File: src/rtl/dcfr_pkg.sv
`timescale 1ns / 1ps
// ----------------------------------------------------------------------------
// dcfr_pkg
// shared constants, types and codes of the delimited command frame receiver
// ----------------------------------------------------------------------------
package dcfr_pkg;

    localparam int FRAME_BYTES = 15;
    localparam int CNT_W       = $clog2(FRAME_BYTES + 1);
    localparam int ADDR_W      = CNT_W + 1;
    localparam int RAM_DEPTH   = 2 ** ADDR_W;
    localparam int BYTE_W      = 8;
    localparam int IDX_W       = 4;
    localparam int CFG_IDX_W   = 2;

    localparam logic [CFG_IDX_W-1:0] REG_START_BYTE      = 2'd0;
    localparam logic [CFG_IDX_W-1:0] REG_END_FIRST_BYTE  = 2'd1;
    localparam logic [CFG_IDX_W-1:0] REG_END_SECOND_BYTE = 2'd2;

    localparam logic [BYTE_W-1:0] RST_START_BYTE      = 8'h97;
    localparam logic [BYTE_W-1:0] RST_END_FIRST_BYTE  = 8'hF0;
    localparam logic [BYTE_W-1:0] RST_END_SECOND_BYTE = 8'hA5;

    typedef struct packed {
        logic [BYTE_W-1:0] start_byte;
        logic [BYTE_W-1:0] end_first_byte;
        logic [BYTE_W-1:0] end_second_byte;
    } t_cfg;

    typedef struct packed {
        logic              bank;
        logic [BYTE_W-1:0] cmd;
        logic [CNT_W-1:0]  pay;
    } t_frame_desc;

    typedef struct packed {
        logic              we;
        logic [ADDR_W-1:0] addr;
        logic [BYTE_W-1:0] data;
    } t_wr_port;

    typedef enum logic [1:0] {
        BK_IDLE,
        BK_FETCH,
        BK_LOAD,
        BK_OUT
    } t_back_state;

endpackage

File: src/rtl/dcfr_ram.sv
`timescale 1ns / 1ps
// ----------------------------------------------------------------------------
// dcfr_ram
// generic simple dual-port ram, one write port, one registered read port
// ----------------------------------------------------------------------------
module dcfr_ram #(
    parameter int WIDTH = 8,
    parameter int DEPTH = 32
) (
    input  logic                     i_clk,
    input  logic                     i_we,
    input  logic [$clog2(DEPTH)-1:0] i_wr_addr,
    input  logic [WIDTH-1:0]         i_wr_data,
    input  logic [$clog2(DEPTH)-1:0] i_rd_addr,
    output logic [WIDTH-1:0]         o_rd_data
);

    logic [WIDTH-1:0] r_mem [DEPTH];
    logic [WIDTH-1:0] r_rd_data;

    always_ff @(posedge i_clk) begin
        if (i_we) begin
            r_mem[i_wr_addr] <= i_wr_data;
        end
        r_rd_data <= r_mem[i_rd_addr];
    end

    assign o_rd_data = r_rd_data;

endmodule

File: src/rtl/dcfr_front.sv
`timescale 1ns / 1ps
// ----------------------------------------------------------------------------
// dcfr_front
// hunts for the start byte, stores frame bytes, detects the end pair
// ----------------------------------------------------------------------------
module dcfr_front
    import dcfr_pkg::*;
(
    input  logic              i_clk,
    input  logic              i_rst_n,
    input  t_cfg              i_cfg,
    input  logic              i_valid,
    output logic              o_ready,
    input  logic [BYTE_W-1:0] i_byte,
    input  logic              i_q_full,
    output logic              o_push,
    output t_frame_desc       o_desc,
    output t_wr_port          o_wr
);

    logic [CNT_W-1:0]  r_fill, n_fill;
    logic              r_hunting, n_hunting;
    logic              r_bank, n_bank;
    logic [BYTE_W-1:0] r_prev, n_prev;
    logic [BYTE_W-1:0] r_cmd, n_cmd;

    logic              accept;
    logic [CNT_W-1:0]  wr_fill;
    logic              wr_hunt;
    logic [CNT_W-1:0]  fill_inc;

    assign o_ready = !i_q_full;
    assign accept  = i_valid && !i_q_full;

    always_comb begin
        // store full: abandon the frame, the byte is checked as a start byte
        if (r_fill >= CNT_W'(FRAME_BYTES)) begin
            wr_fill = '0;
            wr_hunt = 1'b1;
        end else begin
            wr_fill = r_fill;
            wr_hunt = r_hunting;
        end
        fill_inc = wr_fill + CNT_W'(1);

        n_fill    = r_fill;
        n_hunting = r_hunting;
        n_bank    = r_bank;
        n_prev    = r_prev;
        n_cmd     = r_cmd;
        o_push    = 1'b0;

        if (accept) begin
            if (wr_hunt) begin
                if (i_byte == i_cfg.start_byte) begin
                    n_hunting = 1'b0;
                    n_fill    = CNT_W'(1);
                    n_prev    = i_byte;
                end else begin
                    n_hunting = 1'b1;
                    n_fill    = '0;
                end
            end else begin
                n_prev = i_byte;
                if (wr_fill == CNT_W'(1)) begin
                    n_cmd = i_byte;
                end
                if (i_byte == i_cfg.end_second_byte && r_prev == i_cfg.end_first_byte) begin
                    o_push    = 1'b1;
                    n_fill    = '0;
                    n_hunting = 1'b1;
                    n_bank    = ~r_bank;
                end else begin
                    n_fill    = fill_inc;
                    n_hunting = 1'b0;
                end
            end
        end

        o_desc.bank = r_bank;
        o_desc.cmd  = (wr_fill == CNT_W'(1)) ? i_byte : r_cmd;
        o_desc.pay  = (fill_inc > CNT_W'(4)) ? fill_inc - CNT_W'(4) : '0;

        o_wr.we   = accept;
        o_wr.addr = {r_bank, wr_fill};
        o_wr.data = i_byte;
    end

    always_ff @(posedge i_clk) begin
        if (!i_rst_n) begin
            r_fill    <= '0;
            r_hunting <= 1'b1;
            r_bank    <= 1'b0;
        end else begin
            r_fill    <= n_fill;
            r_hunting <= n_hunting;
            r_bank    <= n_bank;
        end
    end

    always_ff @(posedge i_clk) begin
        r_prev <= n_prev;
        r_cmd  <= n_cmd;
    end

endmodule

File: src/rtl/dcfr_queue.sv
`timescale 1ns / 1ps
// ----------------------------------------------------------------------------
// dcfr_queue
// two-entry queue of completed frame descriptors between front and back
// ----------------------------------------------------------------------------
module dcfr_queue
    import dcfr_pkg::*;
(
    input  logic        i_clk,
    input  logic        i_rst_n,
    input  logic        i_push,
    input  t_frame_desc i_desc,
    input  logic        i_pop,
    output logic        o_valid,
    output logic        o_full,
    output t_frame_desc o_head
);

    t_frame_desc r_entry [2];
    logic        r_rd_ptr, n_rd_ptr;
    logic        r_wr_ptr, n_wr_ptr;
    logic [1:0]  r_count, n_count;
    logic        do_push;
    logic        do_pop;

    assign o_valid = (r_count != 2'd0);
    assign o_full  = (r_count == 2'd2);
    assign o_head  = r_entry[r_rd_ptr];
    assign do_push = i_push && !o_full;
    assign do_pop  = i_pop && o_valid;

    always_comb begin
        n_rd_ptr = do_pop ? ~r_rd_ptr : r_rd_ptr;
        n_wr_ptr = do_push ? ~r_wr_ptr : r_wr_ptr;
        n_count  = r_count + 2'(do_push) - 2'(do_pop);
    end

    always_ff @(posedge i_clk) begin
        if (!i_rst_n) begin
            r_rd_ptr <= 1'b0;
            r_wr_ptr <= 1'b0;
            r_count  <= 2'd0;
        end else begin
            r_rd_ptr <= n_rd_ptr;
            r_wr_ptr <= n_wr_ptr;
            r_count  <= n_count;
        end
    end

    always_ff @(posedge i_clk) begin
        if (do_push) begin
            r_entry[r_wr_ptr] <= i_desc;
        end
    end

endmodule

File: src/rtl/dcfr_back.sv
`timescale 1ns / 1ps
// ----------------------------------------------------------------------------
// dcfr_back
// reads a completed frame back from the store and hands out its results
// ----------------------------------------------------------------------------
module dcfr_back
    import dcfr_pkg::*;
(
    input  logic              i_clk,
    input  logic              i_rst_n,
    input  logic              i_q_valid,
    input  t_frame_desc       i_head,
    output logic              o_pop,
    output logic [ADDR_W-1:0] o_rd_addr,
    input  logic [BYTE_W-1:0] i_rd_data,
    output logic              o_valid,
    input  logic              i_ready,
    output logic [BYTE_W-1:0] o_command,
    output logic [IDX_W-1:0]  o_payload_index,
    output logic [BYTE_W-1:0] o_payload_byte,
    output logic              o_payload_valid,
    output logic              o_last
);

    t_back_state       r_state, n_state;
    logic [CNT_W-1:0]  r_idx, n_idx;
    logic [BYTE_W-1:0] r_byte, n_byte;
    logic              r_pvalid, n_pvalid;
    logic              r_last, n_last;

    assign o_rd_addr = {i_head.bank, CNT_W'(2) + r_idx};

    always_comb begin
        n_state  = r_state;
        n_idx    = r_idx;
        n_byte   = r_byte;
        n_pvalid = r_pvalid;
        n_last   = r_last;
        o_pop    = 1'b0;
        case (r_state)
            BK_IDLE: begin
                if (i_q_valid) begin
                    n_idx = '0;
                    if (i_head.pay == '0) begin
                        n_byte   = '0;
                        n_pvalid = 1'b0;
                        n_last   = 1'b1;
                        n_state  = BK_OUT;
                    end else begin
                        n_state = BK_FETCH;
                    end
                end
            end
            BK_FETCH: begin
                n_state = BK_LOAD;
            end
            BK_LOAD: begin
                n_byte   = i_rd_data;
                n_pvalid = 1'b1;
                n_last   = (r_idx + CNT_W'(1) == i_head.pay);
                n_state  = BK_OUT;
            end
            BK_OUT: begin
                if (i_ready) begin
                    if (r_last) begin
                        o_pop   = 1'b1;
                        n_state = BK_IDLE;
                    end else begin
                        n_idx   = r_idx + CNT_W'(1);
                        n_state = BK_FETCH;
                    end
                end
            end
            default: begin
                n_state = BK_IDLE;
            end
        endcase
    end

    always_ff @(posedge i_clk) begin
        if (!i_rst_n) begin
            r_state  <= BK_IDLE;
            r_idx    <= '0;
            r_pvalid <= 1'b0;
            r_last   <= 1'b0;
        end else begin
            r_state  <= n_state;
            r_idx    <= n_idx;
            r_pvalid <= n_pvalid;
            r_last   <= n_last;
        end
    end

    always_ff @(posedge i_clk) begin
        r_byte <= n_byte;
    end

    assign o_valid         = (r_state == BK_OUT);
    assign o_command       = i_head.cmd;
    assign o_payload_index = IDX_W'(r_idx);
    assign o_payload_byte  = r_byte;
    assign o_payload_valid = r_pvalid;
    assign o_last          = r_last;

`ifndef NO_ASSERTIONS
    a_busy_has_frame : assert property (@(posedge i_clk) disable iff (!i_rst_n)
        (r_state != BK_IDLE) |-> i_q_valid)
        else $error("back end busy without a queued frame");

    a_last_matches_count : assert property (@(posedge i_clk) disable iff (!i_rst_n)
        (r_state == BK_OUT && r_pvalid) |-> (r_last == (r_idx + CNT_W'(1) == i_head.pay)))
        else $error("last mark does not match payload count");

    a_empty_frame_single : assert property (@(posedge i_clk) disable iff (!i_rst_n)
        (r_state == BK_OUT && !r_pvalid) |-> (r_last && r_idx == '0 && i_head.pay == '0))
        else $error("frame without payload gives a malformed result");

    a_pop_returns_idle : assert property (@(posedge i_clk) disable iff (!i_rst_n)
        o_pop |=> (r_state == BK_IDLE))
        else $error("back end did not return to idle after a frame");
`endif

endmodule

File: src/rtl/delimited_command_frame_receiver_core.sv
`timescale 1ns / 1ps
// ----------------------------------------------------------------------------
// delimited_command_frame_receiver_core
// receives bytes, frames them between a start byte and an end byte pair, and
// emits the command byte, with each payload byte or alone, of every completed frame
// ----------------------------------------------------------------------------
// The input side takes one byte per cycle. A completed frame is queued for
// the back end, which hands out its results one at a time, each through a
// store read, an output load and a handoff, or a single result for a frame
// without payload. Two completed frames can wait in the queue, each in its
// own bank of the frame store; while both wait the input side holds tready
// low.
module delimited_command_frame_receiver_core
    import dcfr_pkg::*;
(
    input  logic                 i_clk,
    input  logic                 i_rst_n,
    input  logic                 i_s_tvalid,
    output logic                 o_s_tready,
    input  logic [7:0]           i_s_tdata,     // [7:0] rx_byte
    output logic                 o_m_tvalid,
    input  logic                 i_m_tready,
    output logic [23:0]          o_m_tdata,     // [7:0] command, [11:8] payload_index,
                                                // [19:12] payload_byte, [23:20] zero
    output logic                 o_m_tuser,     // [0] payload_valid
    output logic                 o_m_tlast,
    input  logic                 i_cfg_valid,
    output logic                 o_cfg_ready,
    input  logic [CFG_IDX_W-1:0] i_cfg_index,
    input  logic [BYTE_W-1:0]    i_cfg_data
);

    t_cfg              r_cfg;
    logic              q_push;
    logic              q_pop;
    logic              q_valid;
    logic              q_full;
    t_frame_desc       front_desc;
    t_frame_desc       q_head;
    t_wr_port          store_wr;
    logic [ADDR_W-1:0] store_rd_addr;
    logic [BYTE_W-1:0] store_rd_data;
    logic [BYTE_W-1:0] res_command;
    logic [IDX_W-1:0]  res_index;
    logic [BYTE_W-1:0] res_byte;

    assign o_cfg_ready = 1'b1;

    always_ff @(posedge i_clk) begin
        if (!i_rst_n) begin
            r_cfg.start_byte      <= RST_START_BYTE;
            r_cfg.end_first_byte  <= RST_END_FIRST_BYTE;
            r_cfg.end_second_byte <= RST_END_SECOND_BYTE;
        end else if (i_cfg_valid) begin
            case (i_cfg_index)
                REG_START_BYTE:      r_cfg.start_byte      <= i_cfg_data;
                REG_END_FIRST_BYTE:  r_cfg.end_first_byte  <= i_cfg_data;
                REG_END_SECOND_BYTE: r_cfg.end_second_byte <= i_cfg_data;
                default: begin
                end
            endcase
        end
    end

    dcfr_front u_front (
        .i_clk    (i_clk),
        .i_rst_n  (i_rst_n),
        .i_cfg    (r_cfg),
        .i_valid  (i_s_tvalid),
        .o_ready  (o_s_tready),
        .i_byte   (i_s_tdata),
        .i_q_full (q_full),
        .o_push   (q_push),
        .o_desc   (front_desc),
        .o_wr     (store_wr)
    );

    dcfr_ram #(
        .WIDTH (BYTE_W),
        .DEPTH (RAM_DEPTH)
    ) u_store (
        .i_clk     (i_clk),
        .i_we      (store_wr.we),
        .i_wr_addr (store_wr.addr),
        .i_wr_data (store_wr.data),
        .i_rd_addr (store_rd_addr),
        .o_rd_data (store_rd_data)
    );

    dcfr_queue u_queue (
        .i_clk   (i_clk),
        .i_rst_n (i_rst_n),
        .i_push  (q_push),
        .i_desc  (front_desc),
        .i_pop   (q_pop),
        .o_valid (q_valid),
        .o_full  (q_full),
        .o_head  (q_head)
    );

    dcfr_back u_back (
        .i_clk           (i_clk),
        .i_rst_n         (i_rst_n),
        .i_q_valid       (q_valid),
        .i_head          (q_head),
        .o_pop           (q_pop),
        .o_rd_addr       (store_rd_addr),
        .i_rd_data       (store_rd_data),
        .o_valid         (o_m_tvalid),
        .i_ready         (i_m_tready),
        .o_command       (res_command),
        .o_payload_index (res_index),
        .o_payload_byte  (res_byte),
        .o_payload_valid (o_m_tuser),
        .o_last          (o_m_tlast)
    );

    assign o_m_tdata = {4'b0000, res_byte, res_index, res_command};

endmodule
File: config.mk
export PLATFORM = sky130hd
export DESIGN_NAME = delimited_command_frame_receiver_core
export DESIGN_NICKNAME = d
export VERILOG_FILES = /design/src/rtl/dcfr_pkg.sv /design/src/rtl/dcfr_ram.sv /design/src/rtl/dcfr_front.sv /design/src/rtl/dcfr_queue.sv /design/src/rtl/dcfr_back.sv /design/src/rtl/delimited_command_frame_receiver_core.sv
export SDC_FILE = /design/constraint.sdc
export NUM_CORES = 1
export LEC_CHECK = 0
export ABC_AREA = 1
export BUFFER_PORTS_ARGS = -buffer_cell sky130_fd_sc_hd__buf_2
export CORE_AREA = 2 2 297 152
export CTS_BUF_LIST = sky130_fd_sc_hd__clkbuf_8
export CTS_CLUSTER_DIAMETER = 80
export DETAILED_ROUTE_END_ITERATION = 7
export DIE_AREA = 0 0 299 154
export HOLD_SLACK_MARGIN = 0.1
export MAX_ROUTING_LAYER = met4
export PLACE_DENSITY_LB_ADDON = 0.2
export SKIP_CTS_REPAIR_TIMING = 1
export SLEW_MARGIN = 20
export SYNTH_ARGS = -nofsm -noshare
export SYNTH_HDL_FRONTEND = slang
export SYNTH_SLANG_ARGS = --single-unit
export TNS_END_PERCENT = 1
File: constraint.sdc
create_clock -name i_clk -period 2.9 [get_ports i_clk]
set_input_delay 0.725 -clock i_clk [delete_from_list [all_inputs] [get_ports i_clk]]
set_output_delay 0.725 -clock i_clk [all_outputs]
set_load 0.005 [all_outputs]
Word-level counts from Yosys, hierarchy flattened
Memories as Yosys holds them, arrays and structs flattened. A register that Yosys moved wholly into a read port is not among the register bits.
Cells that the tools add are included.
Widths: inputs -> output; s select.

storage, ports and cells
  output and inout port bits = 29
  memories = 2
  logic and storage cells = 107
  memory bits (writable) = 282
  bits in registers = 66

memories
  name             words  bits a word  rd ports  clocked after Yosys merged registers in  write ports  line              RTL
  u_store.r_mem    32     8            1         1                                        1            dcfr_ram.sv:18    logic [WIDTH-1:0] r_mem [DEPTH];
  u_queue.r_entry  2      13           1         1                                        1            dcfr_queue.sv:19  t_frame_desc r_entry [2];

operators by class
  order comparisons = 2
  mux-type cells = 41
  reduce and logical (&&, ||, !) cells = 20
  eq/ne operators = 16
  bitwise gates (word level) = 4
  add/sub/neg operators = 6

operators with widths
  cell                 number
  $mux 8               5
  $mux 4               7
  $eq 8x8->1           3
  $mux 1               21
  $pmux 8 s2           1
  $reduce_and 2->1     6
  $add 4x1->4 const B  2
  $eq 2x2->1 const B   4
  $pmux 2 s4           1
  $pmux 4 s2           1
  $mux 2               3
  $ne 2x2->1 const B   3
  $reduce_and 3->1     2
  $reduce_bool 2->1    3
  $add 2x4->4 const A  1
  $eq 2x1->1 const B   2
  $eq 4x1->1 const B   1
  $eq 4x4->1           1
  $ge 4x4->1 const B   1
  $gt 4x3->1 const B   1
  $logic_and 1x1->1    4
  $logic_not 2->1      2
  $logic_not 4->1      1
  $ne 2x1->1 const B   2
  other kinds (7)      11

Logic depth before layout (Yosys ltp)
Gate-level depths: netlist of the first run.

  word-level depth = 8
  mapped depth = 12

Modules after synthesis
From an unflattened synthesis of the first run, not the netlist that was laid out.

unflattened totals
  cells, all modules = 1485
  area, all modules = 15534.9 µm²

by module, submodules not included
  module                                 cells each  area each (µm²)  seq. area each (µm²)  times used
  dcfr_ram                               922         10787.8          7847.5                1
  dcfr_front                             219         1542.7           600.6                 1
  dcfr_queue                             77          1219.9           880.8                 1
  delimited_command_frame_receiver_core  138         1011.0           480.5                 1
  dcfr_back                              129         973.4            400.4                 1

Worst setup path before layout of the first run
OpenSTA, ideal clock, no wires.

  path kind = in2reg
  start = input i_s_tdata[0]
  end = memory u_queue.r_entry[1][0] (netlist name), enable pin
  path buffers = 0
  cell stages on the path = 8
  slack = 581 ps
  arrival time = 1935 ps
  cell sequence = inv_1 nand2_1 nand2_1 nor2_1 nand2_1 nor2_1 nand3_2 nor2_1

on the way
  word-level cells in the longest chain between the ends = 8

ends and longest elaborated chain
  element                       line                                         RTL
  start, declared               delimited_command_frame_receiver_core.sv:20  input logic [7:0] i_s_tdata,
  $eq 8x8->1                    dcfr_front.sv:68                             if (i_byte == i_cfg.end_second_byte && r_prev == i_cfg.end_first_byte) begin
  $logic_and 1x1->1             dcfr_front.sv:68
  $mux 1                        dcfr_front.sv:68
  $mux 1                        dcfr_front.sv:54                             if (wr_hunt) begin
  $mux 1                        dcfr_front.sv:53                             if (accept) begin
  $logic_and 1x1->1             dcfr_queue.sv:29                             assign do_push = i_push && !o_full;
  $mux 1                        dcfr_queue.sv:51                             if (do_push) begin
  $mux 1 (implied by the code)  dcfr_queue.sv:52                             r_entry[r_wr_ptr] <= i_desc;
  end, declared                 dcfr_queue.sv:19

No other way between the ends.

Worst setup path after layout of the first run
  start = register u_back.r_idx[0] (netlist: u_back.o_payload_index[0])
  end = output o_m_tdata[8]

RTL lines
  element                 line                                         RTL
  start, declared         dcfr_back.sv:26                              logic [CNT_W-1:0] r_idx, n_idx;
  start signal, assigned  dcfr_back.sv:88                              r_idx <= n_idx;
  end, declared           delimited_command_frame_receiver_core.sv:23  output logic [23:0] o_m_tdata,

No word-level cell between the ends.

==> impl_metrics.env, run 1 <==
export IMPL_status="complete, no violations"
export IMPL_portBuffers=46
export IMPL_fin_crit_ns=2.75
export IMPL_start_util_pct=34.8
export IMPL_rrSetupSlack_ns=0.57
export IMPL_diodes=0
export IMPL_crit_family="buffers and inverters"
export IMPL_fp_dieH_um=154
export IMPL_critPathBufInv=2
export IMPL_regArea_um2=10200
export IMPL_cap_violations=0
export IMPL_synth_mux_area_share_pct=0
export IMPL_wl_met1_um=17900
export IMPL_multi_input_area_um2=4040
export IMPL_utilization_pct=39.3
export IMPL_critical_path_required_ns=2.17
export IMPL_first_pass_iters=5
export IMPL_grt_pass1_vias=10000
export IMPL_synth_area_leaders="edfxtp_1, nand2_1, dfxtp_1"
export IMPL_relSlewSlack_pct=49.3
export IMPL_path_clk_slew_ns=0.07
export IMPL_h_tree_depth=2
export IMPL_p_int_mw=8.04
export IMPL_wl_met2_um=18000
export IMPL_worstSetupPathType="reg -> out"
export IMPL_finalWorstSetupSlack_ns=0.148
export IMPL_critPathLaunchType="register"
export IMPL_antenna_found_initial=0
export IMPL_synth_compound_area_share_pct=4.67
export IMPL_ys_types=38
export IMPL_hold_depth=1
export IMPL_dp_hpwl_um=25000
export IMPL_synth_top_area_share_pct=61.1
export IMPL_hold_slack_ns=0.353
export IMPL_rows=54
export IMPL_drive_above_1_share_pct=13.2
export IMPL_p_leak_nw=6.63
export IMPL_path_cells="buf_4 > buf_2"
export IMPL_p_sw_mw=2.77
export IMPL_cts_buffer_depth=3
export IMPL_syn2layout_area_growth_pct=13.1
export IMPL_cts_buffers_inserted=54
export IMPL_syn_avg_cell_area_um2=10.8
export IMPL_netlist_area_um2=15000
export IMPL_critPathMaxFanout=44
export IMPL_fin_area_um2=17000
export IMPL_post_route_period_util_pct=94.9
export IMPL_ys_seq_area_share_pct=67.9
export IMPL_setup_violations=0
export IMPL_yosysTopAreaCell="edfxtp_1"
export IMPL_viasPerCell=4.85
export IMPL_layout_nets=1519
export IMPL_power_frac_seq_pct=52.9
export IMPL_swShare_pct=25.7
export IMPL_vdd_drop_max_v=0.000280
export IMPL_tritoncts="built"
export IMPL_cp_end_kind="output pin"
export IMPL_grt_pass1_wl_um=60500
export IMPL_wl_met3_um=2730
export IMPL_synth_adder_area_share_pct=0.833
export IMPL_coreArea_um2=43200
export IMPL_n_fill_cell=4284
export IMPL_grt_max_degree=74
export IMPL_drt_total_wl_um=39400
export IMPL_dpl_cell_area_um2=16000
export IMPL_place_ws_ns=0.433
export IMPL_remaining_drc_errors=0
export IMPL_vias=10200
export IMPL_overflow=0
export IMPL_finalClockSkew_ns=0.0208
export IMPL_cp_depth=2
export IMPL_finalHoldViolations=0
export IMPL_synth_top_family_by_area="simple AND/OR/NAND/NOR gates"
export IMPL_synth_seq_cells=357
export IMPL_root_buffer="clkbuf_8"
export IMPL_cpMaxStageDelayCell="dfxtp_4"
export IMPL_cts_sinks=357
export IMPL_synth_xor_area_share_pct=0.583
export IMPL_die_w_um=299
export IMPL_grt_use_total_pct=17.6
export IMPL_min_path_type="in -> reg"
export IMPL_reg2reg_depth=7
export IMPL_drt_iter0_markers=895
export IMPL_clock_latency_ns=0.62
export IMPL_combPwrFrac_pct=9.9
export IMPL_fmax_mhz=363
export IMPL_cpPeakStageDelay_ns=0.68
export IMPL_die_area_um2=46000
export IMPL_p_clk_share_pct=37.3
export IMPL_yosysWarnings=0
export IMPL_drtAntennaViolNets=0
export IMPL_tightest_slew_ns=0.758
export IMPL_place_congestion=0.837
export IMPL_arrival_ns=2.03
export IMPL_wl_per_cell_um=18.7
export IMPL_top_layer="met4"
export IMPL_io_pins=52
export IMPL_synth_simple_gate_area_share_pct=20.7
export IMPL_rsz0062_at_grt="false"
export IMPL_powerDensity_nw_per_um2=636
export IMPL_synthCells=1398
export IMPL_tns_ns=0
export IMPL_drv_slew=0
## layer usage
layer	GRT usage, %	vias up
met5	-	-
met4	4.64	0
met3	3.43	63
met2	27.3	306
met1	23.7	4959
li1	-	4917
## cells by family (layout without fill, tap and decap cells)
kind of cell / count (synthesis) / count (layout)
AND/OR/NAND/NOR: 744 / 744
flip-flops: 357 / 357
buffers and inverters: 153 / 278
AO/OA/AOI/OAI: 122 / 122
adder cells (fa/ha/maj): 10 / 10
XOR/XNOR: 10 / 10
other: 2 / 5
## worst reg2reg max path: stages, from the launching register on
cell and delay, ns:
dfxtp_1 0.47, ha_1 0.22, nand2_2 0.09, nor2_4 0.14, nor2_2 0.09, nor2_4 0.15
nand2_1 0.18, nor2_1 0.62
## Yosys cell counts, drive strengths merged
cell type,n
a21o,1
a21oi,62
and2,1
buf,57
clkbuf,11
clkinv,2
conb,2
dfxtp,51
edfxtp,306
ha,10
inv,83
nand2,451
nand3,184
nand4,4
nor2,99
nor3,4
o211a,1
o211ai,10
o21ai,39
o22ai,1
o31ai,8
or2,1
xnor2,5
xor2,5
## area by class of cell
cell class	instances	share of cell area (%)
Timing Repair Buffer	97	3.83
Clock inverter	36	1.24
Clock buffer	60	4.86
Multi-Input combinational cell	891	23.8
Tap cell	588	4.33
Inverter	85	1.89
Sequential cell	357	60.1
## power groups by stage
stage	Combinational, mW	Clock [mW]	Sequential [mW]
final	1.07	4.03	5.72
after global routing	1.18	4.36	5.72
after CTS	1.07	4.13	5.72
after detailed placement	1.07	0	5.82
after global placement	1.06	0	5.82
after floorplan	0.643	0	5.81
## final timing paths
path | startpoint | to
setup / recovery | u_back.o_payload_index[0] | o_m_tdata[8]
hold reg to reg | r_cfg[8] | r_cfg[8]
setup reg to reg | u_front.r_fill[0] | u_store.r_mem[0][0]
hold / removal | i_s_tdata[2] | u_front.r_prev[2]
## cell usage in the layout (no fill, tap or decap), types with 3 or more instances in the layout
cell,netlist,final
nand2_1,444,444
edfxtp_1,306,306
nand3_1,183,183
nor2_1,94,94
inv_1,78,93
a21oi_1,60,60
clkbuf_8,0,60
dfxtp_1,51,49
buf_4,17,48
buf_2,21,46
o21ai_0,28,28
clkinv_1,2,10
o211ai_1,10,10
ha_1,10,10
o21ai_2,8,8
o31ai_1,8,8
clkinv_2,0,8
nand2_2,7,7
xor2_1,5,5
xnor2_1,5,5
conb_1,2,5
inv_2,4,4
nor3_1,3,3
nor2_4,3,3
nand4_1,3,3
o21ai_1,3,3
buf_12,0,3
## flip-flops by register name, indices dropped and copies added, names as in the netlist, 4 cells and up, named ones only
signal,cells
u_front.r_cmd,8
u_back.o_payload_index,4
u_store.r_mem,256
u_front.r_prev,8
u_store.o_rd_data,8
u_queue.r_entry,26
r_cfg,24
u_back.o_payload_byte,8
u_front.r_fill,4
## per-stage QoR
step / power [mW] / std cells
after floorplan: 6.45 / 1401
after global placement: 6.88 / 2018
after detailed placement: 6.89 / 2018
after CTS: 10.9 / 2114
after global routing: 11.3 / 2114
final: 10.8 / 2114
Power figures use the tool's default switching activity.
==> run 2: changes to the inputs <==
CORE_AREA = 2 2 211 213   (was 2 2 297 152)
DIE_AREA = 0 0 213 215   (was 0 0 299 154)
==> run 2 against run 1 <==
  * Sequential power about the same
  * Sequential share of layout area down 1.1 points
  * Clock skew down 0.0017 ns
  * Non-clock buffer count up 16
  * Global-route usage down 0.58 points
  * Critical endpoint is now o_m_tdata[6]
  * Largest cell class unchanged
  * Highest routed layer unchanged
==> impl_metrics.env, run 2 (synthesis results as in run 1) <==
export IMPL_relSlewSlack_pct=47.1
export IMPL_antenna_found_initial=1
export IMPL_cpMaxStageDelayCell="dfxtp_1"
export IMPL_h_tree_depth=2
export IMPL_cts_buffers_inserted=58
export IMPL_tritoncts="built"
export IMPL_dpl_cell_area_um2=16100
export IMPL_vdd_drop_max_v=0.000439
export IMPL_syn2layout_area_growth_pct=15.1
export IMPL_die_w_um=213
export IMPL_cts_sinks=357
export IMPL_first_pass_iters=5
export IMPL_utilization_pct=39.7
export IMPL_powerDensity_nw_per_um2=646
export IMPL_critPathBufInv=2
export IMPL_io_pins=52
export IMPL_drt_total_wl_um=37100
export IMPL_fin_crit_ns=2.53
export IMPL_dp_hpwl_um=23600
export IMPL_remaining_drc_errors=0
export IMPL_regMostFlops="u_store.r_mem"
export IMPL_grt_pass1_wl_um=57400
export IMPL_viasPerCell=4.66
export IMPL_cpPeakStageDelay_ns=0.67
export IMPL_worstSetupPathType="reg -> out"
export IMPL_cap_violations=0
export IMPL_finalWorstSetupSlack_ns=0.367
export IMPL_finalNonFillerCells=2146
export IMPL_setup_violations=0
export IMPL_path_clk_slew_ns=0.06
export IMPL_root_buffer="clkbuf_8"
export IMPL_drv_slew=0
export IMPL_die_area_um2=45800
export IMPL_drive_above_1_share_pct=14.4
export IMPL_overflow=0
export IMPL_wl_per_cell_um=17.3
export IMPL_critPathLaunchType="register"
export IMPL_start_util_pct=34.4
export IMPL_drt_iter0_markers=738
export IMPL_finalClockSkew_ns=0.0191
export IMPL_p_leak_nw=6.81
export IMPL_grt_pass1_vias=9818
export IMPL_final_common_cell="nand2_1"
export IMPL_diodes=0
export IMPL_tightest_slew_ns=0.788
export IMPL_crit_family="flip-flops"
export IMPL_cp_end_kind="output pin"
export IMPL_coreArea_um2=43600
export IMPL_final_cell_mix="nand2_1, edfxtp_1, nand3_1"
export IMPL_grt_max_degree=93
export IMPL_cts_buffer_depth=3
export IMPL_clock_latency_ns=0.60
export IMPL_hold_slack_ns=0.370
export IMPL_status="complete, no violations"
export IMPL_place_ws_ns=0.490
export IMPL_portBuffers=46
export IMPL_critPathMaxFanout=15
export IMPL_layout_nets=1539
export IMPL_fp_dieH_um=215
export IMPL_tns_ns=0
export IMPL_reg_top3="u_store.r_mem: 256 flops, u_queue.r_entry: 26 flops, r_cfg: 24 flops"
export IMPL_arrival_ns=1.81
export IMPL_post_route_period_util_pct=87.3
export IMPL_min_path_type="in -> reg"
export IMPL_finalHoldViolations=0
export IMPL_fmax_mhz=395
export IMPL_total_power_mw=11.2
export IMPL_vias=10000
export IMPL_drtAntennaViolNets=0
export IMPL_place_congestion=0.793
export IMPL_path_cells="inv_2 > nand2_1 > nand2_1 > buf_2"
export IMPL_critical_path_required_ns=2.17
export IMPL_largest_reg_flops=256
export IMPL_n_fill_cell=4253
export IMPL_numPlacedInstances=2038
export IMPL_grt_use_total_pct=17.0
export IMPL_rows=77
export IMPL_critical_path_most_common_cell="nand2_1"
export IMPL_rsz0062_at_grt="false"
export IMPL_fin_area_um2=17300
[run 2: cell count changes in the layout (fill, tap and decap cells not counted), sizes merged]
cell,before,now
buf,97,113
inv,99,102
clkbuf,60,71
clkinv,18,17
bufinv,2,3
clkinvlp,2,0
[run 2: power by group]
group	internal [mW]	switching (mW)
Combinational	0.304	0.753
Clock	2.47	1.95
Sequential	5.66	0.0479
[run 2: worst reg2reg max path: stages (launching register included)]
cell,delay (ns)
dfxtp_1,0.46
ha_1,0.21
nand2_2,0.08
nor2_4,0.15
o21ai_1,0.27
nor2_1,0.66
[run 2: worst paths after layout]
kind                                   startpoint                    to  slack [ns]  depth (start not counted)
worst max-delay path                     register          o_m_tdata[6]        0.37                          4
worst min-delay path                i_cfg_data[4]             r_cfg[20]        0.37                          3
worst max register to register  u_front.r_fill[1]  u_store.r_mem[12][7]        0.69                          5
worst min register to register           r_cfg[1]              r_cfg[1]        0.47                          2
[run 2: area by class of cell]
class	count	area, um^2	share of cell area, %
Sequential cell	357	10200	59.0
Multi-Input combinational cell	891	4040	23.4
Clock buffer	71	977	5.65
Timing Repair Buffer	113	783	4.53
Tap cell	592	741	4.28
Inverter	85	322	1.86
Clock inverter	37	224	1.29
[run 2: metal layers]
metal	GRT usage, %	part of all wire [%]
met1	22.0	45
met2	27.1	48
met3	2.31	3.4
met4	6.39	3.3
met5	-	0
